File: config.mk
export PLATFORM = sky130hd
export DESIGN_NAME = battery_power_supervisor_core
export DESIGN_NICKNAME = d
export VERILOG_FILES = /design/src/hw/rtl/bps_pkg.sv /design/src/hw/rtl/bps_step.sv /design/src/hw/rtl/battery_power_supervisor_core.sv
export SDC_FILE = /design/constraint.sdc
export NUM_CORES = 1
export LEC_CHECK = 0
export BUFFER_PORTS_ARGS = -buffer_cell sky130_fd_sc_hd__buf_2
export CORE_UTILIZATION = 25
export CTS_CLUSTER_SIZE = 10
export DETAILED_ROUTE_END_ITERATION = 16
export GPL_TIMING_DRIVEN = 1
export HOLD_SLACK_MARGIN = 0.06
export PLACE_DENSITY = 0.45
export REMOVE_ABC_BUFFERS = 1
export SLEW_MARGIN = 20
export SYNTH_ARGS = -nofsm -noshare
export SYNTH_HDL_FRONTEND = slang
export SYNTH_SLANG_ARGS = --single-unit
File: constraint.sdc
create_clock -name clk_i -period 8.6 [get_ports clk_i]
set_clock_uncertainty 0.2 [all_clocks]
set_input_delay 0 -clock clk_i [delete_from_list [all_inputs] [get_ports clk_i]]
set_output_delay 0 -clock clk_i [all_outputs]
set_load 0.01 [all_outputs]
File: src/hw/rtl/bps_pkg.sv
// Shared constants and types for the battery power supervisor.
package bps_pkg;

  // Field widths
  localparam int unsigned SampleW   = 12;
  localparam int unsigned MvW       = 14;
  localparam int unsigned TicksW    = 8;
  localparam int unsigned CfgIdxW   = 2;
  localparam int unsigned CfgDataW  = 14;

  // Sample to millivolt scaling: mv = sample * MvScale >> MvShift
  localparam int unsigned MvScale   = 1125;
  localparam int unsigned MvScaleW  = 11;
  localparam int unsigned MvShift   = 9;
  localparam int unsigned MvProdW   = SampleW + MvScaleW;

  // Key debounce
  localparam int unsigned DebounceMax = 2;
  localparam int unsigned DebounceW   = $clog2(DebounceMax + 1);

  // Low-voltage run counter saturates at LowRunSat
  localparam int unsigned LowRunSat = 256;
  localparam int unsigned LowRunW   = $clog2(LowRunSat + 1);

  // IIR filter
  localparam int unsigned FilterShift = 8;
  localparam int unsigned FilterAccW  = MvW + FilterShift;

  // Register reset values
  localparam logic [MvW-1:0]    LowMvReset    = MvW'(5500);
  localparam logic [TicksW-1:0] LowTicksReset = TicksW'(100);

  // Register indexes
  localparam logic [CfgIdxW-1:0] RegLowVoltageMv    = CfgIdxW'(0);
  localparam logic [CfgIdxW-1:0] RegLowVoltageTicks = CfgIdxW'(1);

  typedef struct packed {
    logic [MvW-1:0]    low_mv;
    logic [TicksW-1:0] low_ticks;
  } bps_cfg_t;

  typedef struct packed {
    logic           hold_power;
    logic [MvW-1:0] battery_mv;
    logic [MvW-1:0] filtered_mv;
    logic           key_debounced;
  } bps_result_t;

endpackage

File: src/hw/rtl/bps_step.sv
// Supervisor state and the per-tick update: scaling, debounce, low-voltage run, filter.
module bps_step
  import bps_pkg::*;
(
  input  logic               clk_i,
  input  logic               rst_ni,
  input  logic               fire_i,
  input  logic [SampleW-1:0] adc_sample_i,
  input  logic               key_level_i,
  input  bps_cfg_t           cfg_i,
  output bps_result_t        result_o
);

  logic [DebounceW-1:0]  deb_cnt_q, deb_cnt_d;
  logic                  key_state_q, key_state_d;
  logic                  released_q, released_d;
  logic [LowRunW-1:0]    low_run_q, low_run_d;
  logic                  hold_q, hold_d;
  logic [FilterAccW-1:0] acc_q, acc_d;
  logic [MvW-1:0]        filt_q, filt_d;

  logic [MvProdW-1:0]    prod;
  logic [MvW-1:0]        mv;
  logic [MvW-1:0]        filt_base;
  logic [FilterAccW-1:0] acc_base;

  // Scale sample to millivolts
  assign prod = MvProdW'(adc_sample_i) * MvProdW'(MvScale);
  assign mv   = MvW'(prod >> MvShift);

  // Debounce counter and release mark
  always_comb begin
    deb_cnt_d   = deb_cnt_q;
    key_state_d = key_state_q;
    if (key_level_i) begin
      if (deb_cnt_q < DebounceW'(DebounceMax)) deb_cnt_d = deb_cnt_q + 1'b1;
      else key_state_d = 1'b1;
    end else begin
      if (deb_cnt_q != '0) deb_cnt_d = deb_cnt_q - 1'b1;
      else key_state_d = 1'b0;
    end
    released_d = released_q | ~key_state_d;
  end

  // Low-voltage run, saturating
  always_comb begin
    if (mv < cfg_i.low_mv) begin
      if (low_run_q < LowRunW'(LowRunSat)) low_run_d = low_run_q + 1'b1;
      else low_run_d = low_run_q;
    end else begin
      low_run_d = '0;
    end
  end

  // Switch-off latch
  always_comb begin
    hold_d = hold_q;
    if (released_d && key_state_d) hold_d = 1'b0;
    if (low_run_d > LowRunW'(cfg_i.low_ticks)) hold_d = 1'b0;
  end

  // IIR filter, loaded directly while its value is zero
  always_comb begin
    if (filt_q == '0) begin
      filt_base = mv;
      acc_base  = FilterAccW'(mv) << FilterShift;
    end else begin
      filt_base = filt_q;
      acc_base  = acc_q;
    end
    acc_d  = acc_base - FilterAccW'(filt_base) + FilterAccW'(mv);
    filt_d = MvW'(acc_d >> FilterShift);
  end

  always_ff @(posedge clk_i or negedge rst_ni) begin
    if (!rst_ni) begin
      deb_cnt_q   <= DebounceW'(DebounceMax);
      key_state_q <= 1'b1;
      released_q  <= 1'b0;
      low_run_q   <= '0;
      hold_q      <= 1'b1;
      acc_q       <= '0;
      filt_q      <= '0;
    end else if (fire_i) begin
      deb_cnt_q   <= deb_cnt_d;
      key_state_q <= key_state_d;
      released_q  <= released_d;
      low_run_q   <= low_run_d;
      hold_q      <= hold_d;
      acc_q       <= acc_d;
      filt_q      <= filt_d;
    end
  end

  assign result_o.hold_power    = hold_d;
  assign result_o.battery_mv    = mv;
  assign result_o.filtered_mv   = filt_d;
  assign result_o.key_debounced = key_state_d;

endmodule

File: src/hw/rtl/battery_power_supervisor_core.sv
// Top level of the battery power supervisor: config registers, step logic, output buffer.
//
// Takes one word per clock while in_stall_o is low (adc_sample_i, key_level_i) and
// returns one result word per input word from an output register. A second skid
// register behind the output register absorbs one word when the consumer stalls, so
// in_stall_o is registered; with no output stall, throughput is one word per cycle.
// All per-tick work (x1125>>9 scaling, debounce, low-voltage run count, IIR filter
// update) is done in the accepting cycle. Configuration writes are always ready and
// must only be issued while the block is idle; unknown register indexes are ignored.
module battery_power_supervisor_core
  import bps_pkg::*;
(
  input  logic                clk_i,
  input  logic                rst_ni,
  // Input channel
  input  logic                in_valid_i,
  output logic                in_stall_o,
  input  logic [SampleW-1:0]  adc_sample_i,
  input  logic                key_level_i,
  // Output channel
  output logic                out_valid_o,
  input  logic                out_stall_i,
  output logic                hold_power_o,
  output logic [MvW-1:0]      battery_mv_o,
  output logic [MvW-1:0]      filtered_mv_o,
  output logic                key_debounced_o,
  // Configuration write channel
  input  logic                cfg_valid_i,
  output logic                cfg_ready_o,
  input  logic [CfgIdxW-1:0]  cfg_index_i,
  input  logic [CfgDataW-1:0] cfg_data_i
);

  bps_cfg_t    cfg_q;
  bps_result_t step_res;
  bps_result_t out_q, out_d;
  bps_result_t skid_q, skid_d;
  logic        out_valid_q, out_valid_d;
  logic        skid_valid_q, skid_valid_d;
  logic        in_fire, out_fire;

  // Config registers
  assign cfg_ready_o = 1'b1;

  always_ff @(posedge clk_i or negedge rst_ni) begin
    if (!rst_ni) begin
      cfg_q.low_mv    <= LowMvReset;
      cfg_q.low_ticks <= LowTicksReset;
    end else if (cfg_valid_i && cfg_ready_o) begin
      unique case (cfg_index_i)
        RegLowVoltageMv:    cfg_q.low_mv    <= MvW'(cfg_data_i);
        RegLowVoltageTicks: cfg_q.low_ticks <= cfg_data_i[TicksW-1:0];
        default: ;
      endcase
    end
  end

  // Handshakes
  assign in_stall_o = skid_valid_q;
  assign in_fire    = in_valid_i && !skid_valid_q;
  assign out_fire   = out_valid_q && !out_stall_i;

  bps_step u_step (
    .clk_i        (clk_i),
    .rst_ni       (rst_ni),
    .fire_i       (in_fire),
    .adc_sample_i (adc_sample_i),
    .key_level_i  (key_level_i),
    .cfg_i        (cfg_q),
    .result_o     (step_res)
  );

  // Output register plus skid word
  always_comb begin
    out_d        = out_q;
    out_valid_d  = out_valid_q;
    skid_d       = skid_q;
    skid_valid_d = skid_valid_q;
    if (!out_valid_q || out_fire) begin
      if (skid_valid_q) begin
        out_d        = skid_q;
        out_valid_d  = 1'b1;
        skid_valid_d = 1'b0;
      end else begin
        out_d       = step_res;
        out_valid_d = in_fire;
      end
    end else if (in_fire) begin
      skid_d       = step_res;
      skid_valid_d = 1'b1;
    end
  end

  always_ff @(posedge clk_i or negedge rst_ni) begin
    if (!rst_ni) begin
      out_valid_q  <= 1'b0;
      skid_valid_q <= 1'b0;
    end else begin
      out_valid_q  <= out_valid_d;
      skid_valid_q <= skid_valid_d;
    end
  end

  always_ff @(posedge clk_i) begin
    out_q  <= out_d;
    skid_q <= skid_d;
  end

  assign out_valid_o     = out_valid_q;
  assign hold_power_o    = out_q.hold_power;
  assign battery_mv_o    = out_q.battery_mv;
  assign filtered_mv_o   = out_q.filtered_mv;
  assign key_debounced_o = out_q.key_debounced;

endmodule
# == Yosys cells after proc, flatten, opt, wreduce, memory -nomap -nowiden ==
# Cells that the tools add are included.
# totals
reg_bits,134
latchBits,0
mem_bits_rw,0
mem_bits_ro,0
input_bits,34
output_inout_bits,33
elab_cells,66
mem_count,0
# op_classes
n_addsub,5
multipliers,1
n_div,0
magnitude_cmp,4
eq_ne,2
n_shift,0
n_mux,16
bitwise,3
n_reduce_logical,16
# ops
op,count
$mux 30,1
$mul 12x11->23 const B,1
$add 22x14->22,1
$mux 22,1
$sub 22x14->22,1
$mux 9,2
$logic_not 14->1,1
$lt 14x14->1,1
$mux 14,1
$add 9x1->9 const B,1
$gt 9x8->1,1
$lt 9x9->1 const B,1
$mux 1,8
$mux 2,3
$reduce_and 2->1,3
$reduce_bool 2->1,3
$logic_and 1x1->1,3
$logic_not 1->1,3
$reduce_and 3->1,1
$add 2x1->2 const B,1
$eq 2x1->1 const B,1
$logic_not 2->1,1
$lt 2x2->1 const B,1
$ne 2x1->1 const B,1
4 further kinds,5

# == Logic depth before layout (Yosys ltp) ==
# logic_depth
depth_word,9
depth_mapped,39
mapped_depth_nobuf,37

# == Hierarchy ==
# From an unflattened synthesis, not the netlist that was laid out.
# hier_totals
cells_unflattened,802
hier_area_um2,8936.1
# modules_own_cells
mod,n_inst,cells_each,area_per_inst_um2,seq_area_each_um2
bps_step,1,652,5839.4,904.6
battery_power_supervisor_core,1,150,3096.7,2416.1

# == Least setup slack after synthesis ==
# No wires, ideal clock.
# synth_path
path_kind,input port to flip-flop
from,in adc_sample_i[5]
to,"reg out_q (netlist bit hold_power_o), data pin"
setup_time_ps,169
t_arrival_ps,7070
required_time_ps,8231
path_slack_ps,1161
stages,38
n_path_buf,2
cell_sequence,ha_1 -> ha_1 -> inv_1 -> fa_1 -> inv_1 -> fa_1 -> inv_1 -> fa_1 -> inv_1 -> ha_1 -> nand4_1 -> o21ai_0 -> a31oi_1 -> nand2_1 -> a21oi_1 -> nor2b_1 -> nor2_1 -> xor2_1 -> [2 not listed] -> nand4_1 -> nor4_1 -> o221ai_1 -> nor2_1 -> o211ai_1 -> o2111ai_1 -> buf_2 -> buf_1 -> nor2_1 -> ha_1 -> nor2b_1 -> o21ai_0 -> nand2b_1 -> a21oi_1 -> o21ai_0 -> a211oi_1 -> o221ai_1 -> o31ai_1
# synth_lines
item,line_no,rtl
start: declaration,battery_power_supervisor_core.sv:18,"input logic [SampleW-1:0] adc_sample_i,"
end signal: assignment,battery_power_supervisor_core.sv:105,out_q <= out_d;
end: declaration,battery_power_supervisor_core.sv:36,"bps_result_t out_q, out_d;"

==> impl_results.md <==
* Most used cell along the critical path: ha_1
* H-tree Lvls at 4
* Final setup TNS at 0 ps
* Reg2reg setup slack at between 2000 and 3000 ps
* Clk_lat worst skew at 430 ps
* Nets at roughly 1200
* Final hold vios at 0
* Top cells by area, synth: edfxtp_1 (21%), ha_1 (17%), dfrtp_1 (13%)
* Reg clk slew, reported paths at approximately 60 ps
* WP data required at approximately 8700 ps
* I/O pin count at 67
* DRC viols at 0
* Max_cap viols at 0
* Die area at between 0.03 and 0.04 mm^2
* Vias per cell at between 4 and 5
* Met2 wire length at between 10 and 15 mm
* CP Launch Point: adc_sample_i[5]
* Worst-case clock buffer depth at 2
* Root Buffer: clkbuf_16
* Number of global-route vias before repair at ~6400
* Crit. End Element: register
* Outcome: finished, final reports clean
* Share of layout cells above drive strength 1 at 16.0%
* Multi-input logic area at 0.00487 mm^2
* Total track usage at between 10 and 15%
* Cells after Synth at slightly below 900
* Max-Slew Margin vs Limit at between 20% and 30%
* Critical path's slowest cell: fa_1
* Die height at approximately 190 um
* Area occupied by registers at approximately 0.0033 mm^2
* Synthesis Warnings at 0
* RSZ-0062 raised after global routing: false
* Final setup vio count at 0
* Yosys cell types at between 60 and 70
* Post-route minimum period at ~7700 ps
* Ys async rst share at roughly half
* Finished layout cell area at between 0.01 and 0.015 mm^2
* First-pass GRT wire length at between 30 and 40 mm
* Post-synth top cells: ha_1 (119), inv_1 (114), nand2_1 (96)
* Worst Setup Slack, final at 932 ps
* PortBufs at between 60 and 70
* Core Region at between 0.03 and 0.04 mm^2
* Row cnt at 68
* Post-synth EDFFs at 60
* Largest net degree at the start of global routing at 61
* Mapped Area at between 0.008 and 0.009 mm^2
* End of the critical path: hold_power_o$_DFFE_PN_
* Count leader, synth: ha_1
* Initial antenna violation count at 0
* Initial Util at between 20 and 30%
* Tcrit/Tclk final at 89.2%
* Slew @ Worst Pin at roughly 1100 ps
* Fin. max-slew vios at 0
* Wl on met1 at about 10 mm
* Post-Synthesis Mean Instance Area at approximately 10 um^2
* Pre-CTS WS at roughly 350 ps
* Ant. Diodes at 0
* Crit path kind: in2reg
* Drt total wl at about 22 mm
* TritonCTS clock tree: built
* Hold Crit Class: in2async
* Via count at roughly 6300
* #FFs+latches synth at 120
* Endpoint of the worst register-to-register path: filtered_mv_o[13]$_DFFE_PN_
* First-pass detailed-route iteration total at 5
* Iter 0 DRT Violations at 294
* Seq/Total Area, Yosys at roughly two fifths
* Critical path startpoint category: input port
* DR WL/cell at 14.9 um
* Metal3 WL at ~780 um
* CTS Buf Count at 17
* Clock sinks at 120
* Hold Worst Slack at roughly 89 ps
* Top Layer Used: met4
* Fill count at 3637
* Worst path arrival time at 7720 ps
* F_max at between 0.1 and 0.15 GHz
* Crit Path Max Fanout at 19
* Synth top area share at 20.7%
* Resize count post-CTS at 0
* Placed inst area at 0.00960 mm^2
* Ys flop type: edfxtp_1
* P&R area growth vs syn at 21.0%
* Post-DP HPWL at between 15 and 20 mm
* Remaining antenna violation count at 0
* GRT overflow at 0
* Reg2Reg Depth at 17
* Largest stage delay, worst path at ~530 ps
* Leading area contributor after synthesis: edfxtp_1
* Chip width at roughly 190 um
* R2r startpoint: u_step.filt_q[3]$_DFFE_PN0P_
* Routability cong. at 0.846
## stage by stage
stage | cells | utilization (%)
2_1_floorplan | 845 | -
3_3_place_gp | 1376 | 27.8
3_5_place_dp | 1376 | 27.8
4_1_cts | 1447 | 30.6
5_1_grt | 1447 | 30.6
6_report | 1447 | 30.6
## metal layers
| metal | up-vias | GRT usage (%) |
|---|---|---|
| met1 | 2987 | 17.2 |
| met5 | - | 0 |
| met4 | 0 | 3.50 |
| met3 | 14 | 2.16 |
| li1 | 3233 | - |
| met2 | 93 | 20.7 |
## critical path, delay by kind of cell
kind | cells | cell delay (ps)
compound gates | 11 | 2020
simple gates | 10 | 1750
xor+xnor | 1 | 470
buf+inv | 6 | 620
fa+ha+maj | 8 | 2860
## state kept, by name, summed over array words and instances, names as in the netlist
signal	count
u_step.released_q	1
cfg_q	22
u_step.filt_q	14
skid_q	30
u_step.deb_cnt_q	2
battery_mv_o	14
u_step.key_state_q	1
u_step.hold_q	1
u_step.acc_q	8
in_stall_o	1
u_step.low_run_q	9
filtered_mv_o	14
key_debounced_o	1
hold_power_o	1
out_valid_o	1
## cells by family after synthesis
logic type,after synthesis,synth area share [%]
flops,120,38.1
other cells,1,0.0430
mux,18,2.31
xor+xnor,38,3.82
simple gates,205,11.0
buf+inv,136,6.12
fa+ha+maj,152,24.7
compound gates,197,13.9
## layout by cell type (no fill, tap or decap), drive strengths merged, types with 5 or more instances in the layout
| master | count |
|---|---|
| fa | 33 |
| o21ai | 86 |
| xnor2 | 20 |
| dlygate4sd3 | 39 |
| mux2 | 17 |
| clkinv | 5 |
| o211ai | 5 |
| nor2b | 11 |
| a21oi | 39 |
| nand2 | 96 |
| edfxtp | 60 |
| nor2 | 33 |
| or3 | 5 |
| dfrtp | 46 |
| dfstp | 14 |
| inv | 119 |
| o21bai | 7 |
| nand4 | 7 |
| and2 | 8 |
| buf | 76 |
| or2 | 6 |
| ha | 119 |
| xor2 | 18 |
| nand2b | 9 |
| nand3 | 14 |
| nor3 | 5 |
| clkbuf | 22 |
| a21o | 20 |
| a211oi | 8 |
## layout make-up
class / instances / area share, %
flip-flops and latches: 120 / 31.5
inverters: 114 / 4.06
well taps: 455 / 5.40
clock inverters: 10 / 0.593
clock buffers: 22 / 4.70
repair buffers: 115 / 7.57
multi-input cells: 611 / 46.2
## worst min path at each step
| stage | startpoint | endpoint | depth (start not counted) |
|---|---|---|---|
| 5_1_grt | cfg_data_i[5] | cfg_q[5]$_DFFE_PN1P_ | 3 |
| 3_5_place_dp | cfg_data_i[9] | cfg_q[17]$_DFFE_PN0P_ | 3 |
| 4_1_cts | rst_ni | cfg_q[3]$_DFFE_PN0P_ | 3 |
| 2_1_floorplan | rst_ni | cfg_q[0]$_DFFE_PN0P_ | 0 |
| 6_report | rst_ni | cfg_q[4]$_DFFE_PN0P_ | 3 |
| 3_3_place_gp | cfg_data_i[9] | cfg_q[17]$_DFFE_PN0P_ | 3 |
## timing repair
| action | CTS | global route |
|---|---|---|
| hold endpoints to repair | 135 | 0 |
| hold buffers | 39 | 0 |
| buffers inserted | 0 | 0 |
Power is not shown: default switching activity piles up to over one toggle a cycle in this logic, so the estimate is an artifact.
